[config.mk]
export PLATFORM = sky130hd
export DESIGN_NAME = lpki_front
export DESIGN_NICKNAME = d
export VERILOG_FILES = /design/src/lpki_pkg.sv /design/src/lpki_front.sv
export SDC_FILE = /design/constraint.sdc
export NUM_CORES = 1
export LEC_CHECK = 0
export BUFFER_PORTS_ARGS = -buffer_cell sky130_fd_sc_hd__buf_4
export CAP_MARGIN = 25
export CORE_AREA = 8 8 253 255
export CTS_CLUSTER_DIAMETER = 50
export DETAILED_ROUTE_END_ITERATION = 16
export DIE_AREA = 0 0 261 263
export GPL_TIMING_DRIVEN = 0
export PLACE_DENSITY = 0.84
export SLEW_MARGIN = 20
export SYNTH_ARGS = -nofsm -noshare
export SYNTH_HDL_FRONTEND = slang
export SYNTH_SLANG_ARGS = --single-unit
[constraint.sdc]
create_clock -name clk -period 9 [get_ports clk]
set_clock_uncertainty 0.15 [all_clocks]
set_input_delay 1.8 -clock clk [delete_from_list [all_inputs] [get_ports clk]]
set_output_delay 1.8 -clock clk [all_outputs]
set_load 0.05 [all_outputs]
[src/lpki_pkg.sv]
// Shared types and constants for the linear-probe key index.
package lpki_pkg;

    localparam logic [31:0] HASH_BASIS = 32'd2166136261;
    localparam logic [31:0] HASH_PRIME = 32'd16777619;

    typedef enum logic [1:0] {
        OP_STORE  = 2'd0,
        OP_FETCH  = 2'd1,
        OP_REMOVE = 2'd2,
        OP_BAD    = 2'd3
    } op_t;

    typedef enum logic [1:0] {
        ST_OK        = 2'd0,
        ST_NOT_FOUND = 2'd1,
        ST_ERROR     = 2'd2
    } status_t;

    typedef enum logic [2:0] {
        BK_CLEAR,
        BK_IDLE,
        BK_READ,
        BK_CHECK,
        BK_CMP,
        BK_WRITE,
        BK_DONE
    } bk_state_t;

endpackage

[src/lpki_front.sv]
// Front end: hashes key bytes, collects the key and posts a command at key_last.
module lpki_front
    import lpki_pkg::*;
#(
    parameter int KEY_BYTES = 32,
    parameter int PAYLOAD_LIMIT = 4096,
    parameter int KW = 6
)
(
    input  logic                    clk,
    input  logic                    rst_n,
    input  logic                    in_valid,
    output logic                    in_ready,
    input  logic [1:0]              operation,
    input  logic                    has_byte,
    input  logic [7:0]              key_byte,
    input  logic                    key_last,
    input  logic [31:0]             value_handle,
    input  logic [15:0]             payload_length,
    // command toward the back end
    output logic                    cmd_valid,
    input  logic                    cmd_ready,
    output logic [1:0]              cmd_op,
    output logic                    cmd_bad,
    output logic [31:0]             cmd_hash,
    output logic [KW-1:0]           cmd_len,
    output logic [KEY_BYTES*8-1:0]  cmd_key,
    output logic [31:0]             cmd_handle,
    output logic [15:0]             cmd_plen
);

    logic [31:0]            hash_reg;
    logic [KW-1:0]          count_reg;
    logic                   ovf_reg;
    logic [KEY_BYTES*8-1:0] key_reg;
    logic                   cmd_valid_reg;
    logic [1:0]             op_reg;
    logic                   bad_reg;
    logic [31:0]            chash_reg;
    logic [KW-1:0]          clen_reg;
    logic [KEY_BYTES*8-1:0] ckey_reg;
    logic [31:0]            chandle_reg;
    logic [15:0]            cplen_reg;

    logic                   accept;
    logic [31:0]            hash_next;
    logic                   room;
    logic [KW-1:0]          count_next;
    logic                   ovf_next;
    logic [KEY_BYTES*8-1:0] key_next;

    // one-entry command queue: accept while empty or draining
    assign in_ready = !cmd_valid_reg || cmd_ready;
    assign accept   = in_valid && in_ready;
    assign room     = count_reg < KW'(KEY_BYTES - 1);

    always_comb
    begin
        hash_next  = hash_reg;
        count_next = count_reg;
        ovf_next   = ovf_reg;
        key_next   = key_reg;
        if (has_byte)
        begin
            hash_next = (hash_reg ^ {24'd0, key_byte}) * HASH_PRIME;
            if (room)
            begin
                key_next[count_reg*8 +: 8] = key_byte;
                count_next = count_reg + KW'(1);
            end
            else
            begin
                ovf_next = 1'b1;
            end
        end
    end

    always_ff @(posedge clk or negedge rst_n)
    begin
        if (!rst_n)
        begin
            hash_reg      <= HASH_BASIS;
            count_reg     <= '0;
            ovf_reg       <= 1'b0;
            key_reg       <= '0;
            cmd_valid_reg <= 1'b0;
        end
        else
        begin
            if (accept && key_last)
                cmd_valid_reg <= 1'b1;
            else if (cmd_valid_reg && cmd_ready)
                cmd_valid_reg <= 1'b0;
            if (accept)
            begin
                if (key_last)
                begin
                    hash_reg  <= HASH_BASIS;
                    count_reg <= '0;
                    ovf_reg   <= 1'b0;
                    key_reg   <= '0;
                end
                else
                begin
                    hash_reg  <= hash_next;
                    count_reg <= count_next;
                    ovf_reg   <= ovf_next;
                    key_reg   <= key_next;
                end
            end
        end
    end

    always_ff @(posedge clk)
    begin
        if (accept && key_last)
        begin
            op_reg      <= operation;
            chash_reg   <= hash_next;
            clen_reg    <= count_next;
            ckey_reg    <= key_next;
            chandle_reg <= value_handle;
            cplen_reg   <= payload_length;
            // overlong key always fails; an overlong payload only matters on store
            bad_reg     <= ovf_next || (operation == OP_STORE &&
                           {16'd0, payload_length} >= 32'(PAYLOAD_LIMIT));
        end
    end

    assign cmd_valid  = cmd_valid_reg;
    assign cmd_op     = op_reg;
    assign cmd_bad    = bad_reg;
    assign cmd_hash   = chash_reg;
    assign cmd_len    = clen_reg;
    assign cmd_key    = ckey_reg;
    assign cmd_handle = chandle_reg;
    assign cmd_plen   = cplen_reg;

endmodule

Yosys cells after proc, flatten, opt, wreduce, memory -nomap -nowiden
Cells that the tools add are included.

cells by class
  $add $sub $neg = 2
  $mul = 1
  $lt $le $gt $ge = 2
  shift operators = 2
  multiplexer cells = 14
  bitwise logic cells = 1
  reductions and logical operators = 9

operator list
  operator                                                             count
  two-way mux 256 bit                                                  3
  bitwise mux 256 bit                                                  1
  variable shift 8 x 34 -> 256 bit, first input constant               1
  variable part select 8 x 34 -> 256 bit                               1
  two-way mux 32 bit                                                   2
  negation 9 -> 34 bit                                                 1
  multiplier 32 x 25 -> 32 bit, second input constant                  1
  bitwise XOR 32 x 8 -> 32 bit                                         1
  two-way mux 6 bit                                                    3
  greater-or-equal comparator 16 x 13 -> 1 bit, second input constant  1
  adder 6 x 1 -> 6 bit, second input constant                          1
  < comparator 6 x 5 -> 1 bit, second input constant                   1
  two-way mux 1 bit                                                    5
  logical AND 1 bit                                                    4
  zero test 2 bit                                                      1
  logical OR 1 bit                                                     2
  nonzero test 2 bit                                                   1
  zero test 1 bit                                                      1

storage, ports and cells
  bits in registers = 641
  input port bits = 64
  output and inout port bits = 347
  word-level logic and storage cells = 43

Longest topological paths before layout
  word-level depth = 6
  depth in mapped cells = 25
  mapped depth without buffers = 23

Worst setup path after synthesis
No wires, ideal clock.

  path type = input to register
  start point = input cmd_ready
  end point = register bad_reg (netlist: cmd_bad) (enable)
  setup time = 0.693 ns
  arrival = 9.843 ns
  data required time = 8.157 ns
  path slack = -1.686 ns
  cell stages on the path = 6
  path buffers = 2
  cells stage by stage = nand2b_1 > and2_1 > clkbuf_1 > buf_1 > nand2_1 > inv_1

between the ends
  cells in the longest elaborated chain, start to end = 3

ends and longest elaborated chain
  what                  RTL line           text
  start, declared       lpki_front.sv:22   input logic cmd_ready,
  logical OR 1 bit      lpki_front.sv:53   assign in_ready = !cmd_valid_reg || cmd_ready;
  logical AND 1 bit     lpki_front.sv:54   assign accept = in_valid && in_ready;
  logical AND 1 bit     lpki_front.sv:116  if (accept && key_last)
  end signal, assigned  lpki_front.sv:125  bad_reg <= ovf_next || (operation == OP_STORE &&
  end, declared         lpki_front.sv:38   logic bad_reg;

Every way passes these cells.
A chain may end at the register's enable or synchronous reset.

Worst setup path after layout
  start point = input key_byte[6]
  end point = register chash_reg[29] (netlist: cmd_hash[29]), data pin

between the ends
  cells in the longest elaborated chain, start to end = 3

ends and longest elaborated chain
  what                          RTL line           text
  start, declared               lpki_front.sv:16   input logic [7:0] key_byte,
  bitwise XOR 32 x 8 -> 32 bit  lpki_front.sv:65   hash_next = (hash_reg ^ {24'd0, key_byte}) * HASH_PRIME;
  multiplier 32 x 25 -> 32 bit  lpki_front.sv:65
  two-way mux 32 bit            lpki_front.sv:63   if (has_byte)
  named net hash_next[29]       lpki_front.sv:46   logic [31:0] hash_next;
  end signal, assigned          lpki_front.sv:119  chash_reg <= hash_next;
  end, declared                 lpki_front.sv:39   logic [31:0] chash_reg;

The timed path passes the listed nets, and every way through them passes these cells.

==> impl_metrics.tcl <==
set metrics [dict create \
    yosysMostFrequentCell "nand2_1" \
    crit_type "in -> reg" \
    met3_usage 0.0539 \
    stdcell_area_sq_um 38100 \
    die_y_um 263 \
    fp.dieW_um 261 \
    path_max_fanout 10 \
    clkTransAtPathRegs_ns 0.06 \
    relSlewSlack 0.272 \
    grt_pass1_wl_um 141000 \
    post-cts-setup-buffers 0 \
    fin_setup_tns_ns 0 \
    postCtsResizedCells 0 \
    busiest_layer "met2" \
    ctsLongestPathBuffers 3 \
    cp.arrival_ns 8.66 \
    fin_util 0.637 \
    synth_area_leaders "edfxtp_1, dfrtp_1, ha_1" \
    status "finished, final reports clean" \
    min_path_type "reg -> reg" \
    fmax_ghz 0.118 \
    postPlaceCellArea_sq_um 35800 \
    pin_count 411 \
    drt_iter0_drc 2313 \
    htreeDepth 3 \
    drive_above_1_share 0.204 \
    yosysTopAreaCell "edfxtp_1" \
    critPathMaxStageDelay_ns 0.81 \
    synth_cells 2760 \
    rsz0062_at_grt "false" \
    synth_nets 3087 \
    yosysSeqAreaShare 0.567 \
    initial_core_util 0.524 \
    insertion_delay_ns 0.61 \
    fp.coreArea_sq_um 59900 \
    ant_nets 0 \
    crit_top_cell "inv_1" \
    synth_warnings 0 \
    grtUsageTotal 0.267 \
    tritoncts "built" \
    r2r-start "hash_reg[6]$_DFFE_PN1P_" \
    cts_buffers 70 \
    antenna_found_initial 7 \
    reg2reg_depth 23 \
    post-route-drc-count 0 \
    startpoint "key_byte[6]" \
    grt_max_degree 102 \
    grt.overflow.total 0 \
    syn_area_sq_um 31400 \
    post-route-period-util 0.939 \
    use_met2 0.433 \
    cp_slowest_cell "xor2_1" \
    synth_common_cells "nand2_1, edfxtp_1, o21ai_0" \
    hold_start "key_reg[103]$_DFFE_PN0P_" \
    wl_per_cell_um 23.0 \
    die_area_sq_um 68600 \
    pre_cts_ws_ns -0.0435 \
    areaGrowthSynthToFinish_pct 21.5 \
    grt_pass1_vias 23700 \
    rows 90 \
    crit_path_end_kind "register" \
    drv_slew 0 \
    syn_area_per_cell_sq_um 11.4 \
    route.final.wire_length_um 94200 \
    gp_congestion 0.931 \
    crit_required_ns 9.21 \
    ys.flop_type "edfxtp_1" \
    fin_ws_ns 0.549 \
    root_buffer "clkbuf_16" \
    portBuffers 408 \
    drt_first_pass_iters 6 \
    dp_hpwl_um 68300 \
    startpoint_type "primary input" \
    via_per_inst 5.86 \
    worst_pin_slew_ns 1.09 \
    fill_cells 4495 \
    period_minus_slack_ns 8.45 \
    ys_types 67 \
    globalRouteMet1Util 0.345 \
    synth-seq-cells 641 \
    fin_nets 3583 \
    vias 24000 \
    final-hold-violation-count 0 \
    synth_edf_count 345 \
    cts_sinks 641 \
    setup_viol 0 \
    holdPathStages 2 \
    cts_hold_buf 0 \
    max_cap_viol_count 0 \
    synthArstFlopShare 0.462 \
    netlist.area_leader.share 0.330 \
]
==> critical path, delay by kind of cell <==
family | cells | cell delay [ns]
multiplexers | 1 | 0.28
buffers and inverters | 8 | 1.22
AO/OA/AOI/OAI | 5 | 1.34
AND/OR/NAND/NOR | 1 | 0.10
adder cells (fa/ha/maj) | 8 | 2.97
XOR/XNOR | 2 | 0.92
==> cell usage in the layout, fill, tap and decap left out, types with 11 or more instances in the layout <==
cell type / netlist / final
a21oi_1: 37 / 37
a22o_1: 152 / 152
a32o_1: 12 / 12
buf_2: 15 / 16
buf_4: 2 / 410
clkbuf_1: 63 / 80
clkbuf_16: 0 / 70
clkinv_2: 0 / 12
dfrtp_1: 282 / 282
dfstp_2: 14 / 14
edfxtp_1: 345 / 345
fa_1: 74 / 74
ha_1: 189 / 189
inv_1: 273 / 272
mux2_2: 37 / 37
nand2_1: 509 / 509
nand2_2: 11 / 11
nand3_1: 35 / 35
nor2_1: 103 / 103
nor3_1: 17 / 17
nor3_2: 14 / 14
o21ai_0: 291 / 291
o21ai_1: 50 / 50
o21ai_2: 14 / 14
o22a_1: 12 / 12
o2bb2ai_1: 25 / 25
xnor2_1: 34 / 34
xor2_1: 18 / 18
==> final timing paths <==
| check | endpoint | slack (ns) |
|---|---|---|
| max in group asynchronous | hash_reg[24]$_DFFE_PN1P_ | 6.61 |
| worst max register to register | cmd_hash[29]$_DFFE_PP_ | 2.21 |
| worst min-delay path | key_reg[103]$_DFFE_PN0P_ | 0.33 |
| min in group asynchronous | key_reg[160]$_DFFE_PN0P_ | 0.83 |
| worst min register to register | key_reg[103]$_DFFE_PN0P_ | 0.33 |
| worst max-delay path | cmd_hash[29]$_DFFE_PP_ | 0.55 |
==> per-layer routing <==
layer / vias to the layer above / part of all wire
met5: - / 0.00045
met4: 6 / 0.048
met3: 299 / 0.095
met2: 1352 / 0.47
met1: 11700 / 0.38
li1: 10700 / -
==> per-stage QoR <==
stage | std cells | hold WS [ns]
after floorplan | 2760 | 0.298
after global placement | 3950 | 0.310
after detailed placement | 3965 | 0.320
after CTS | 4095 | 0.332
after global routing | 4100 | 0.350
final | 4101 | 0.332
==> area by class of cell <==
type | instances | area (sq um) | area share
Tap cell | 782 | 978 | 0.0257
Antenna cell | 5 | 12.5 | 0.000328
Clock buffer | 88 | 1830 | 0.0480
Multi-Input combinational cell | 1752 | 12200 | 0.320
Timing Repair Buffer | 424 | 3390 | 0.0888
Inverter | 278 | 1050 | 0.0275
Buffer | 89 | 360 | 0.00945
Clock inverter | 42 | 536 | 0.0140
Sequential cell | 641 | 17800 | 0.466
==> kinds of logic (layout without fill, tap and decap cells) <==
logic type	count (synthesis)	in the layout	synth area share
simple gates	755	755	0.103
flops	641	641	0.567
compound gates	638	638	0.132
buf+inv	367	921	0.0447
fa+ha+maj	263	263	0.123
xor+xnor	56	56	0.0166
mux	40	40	0.0142
other cells	0	5	0
Power is not shown: default switching activity piles up to over one toggle a cycle in this logic, so the estimate is an artifact.
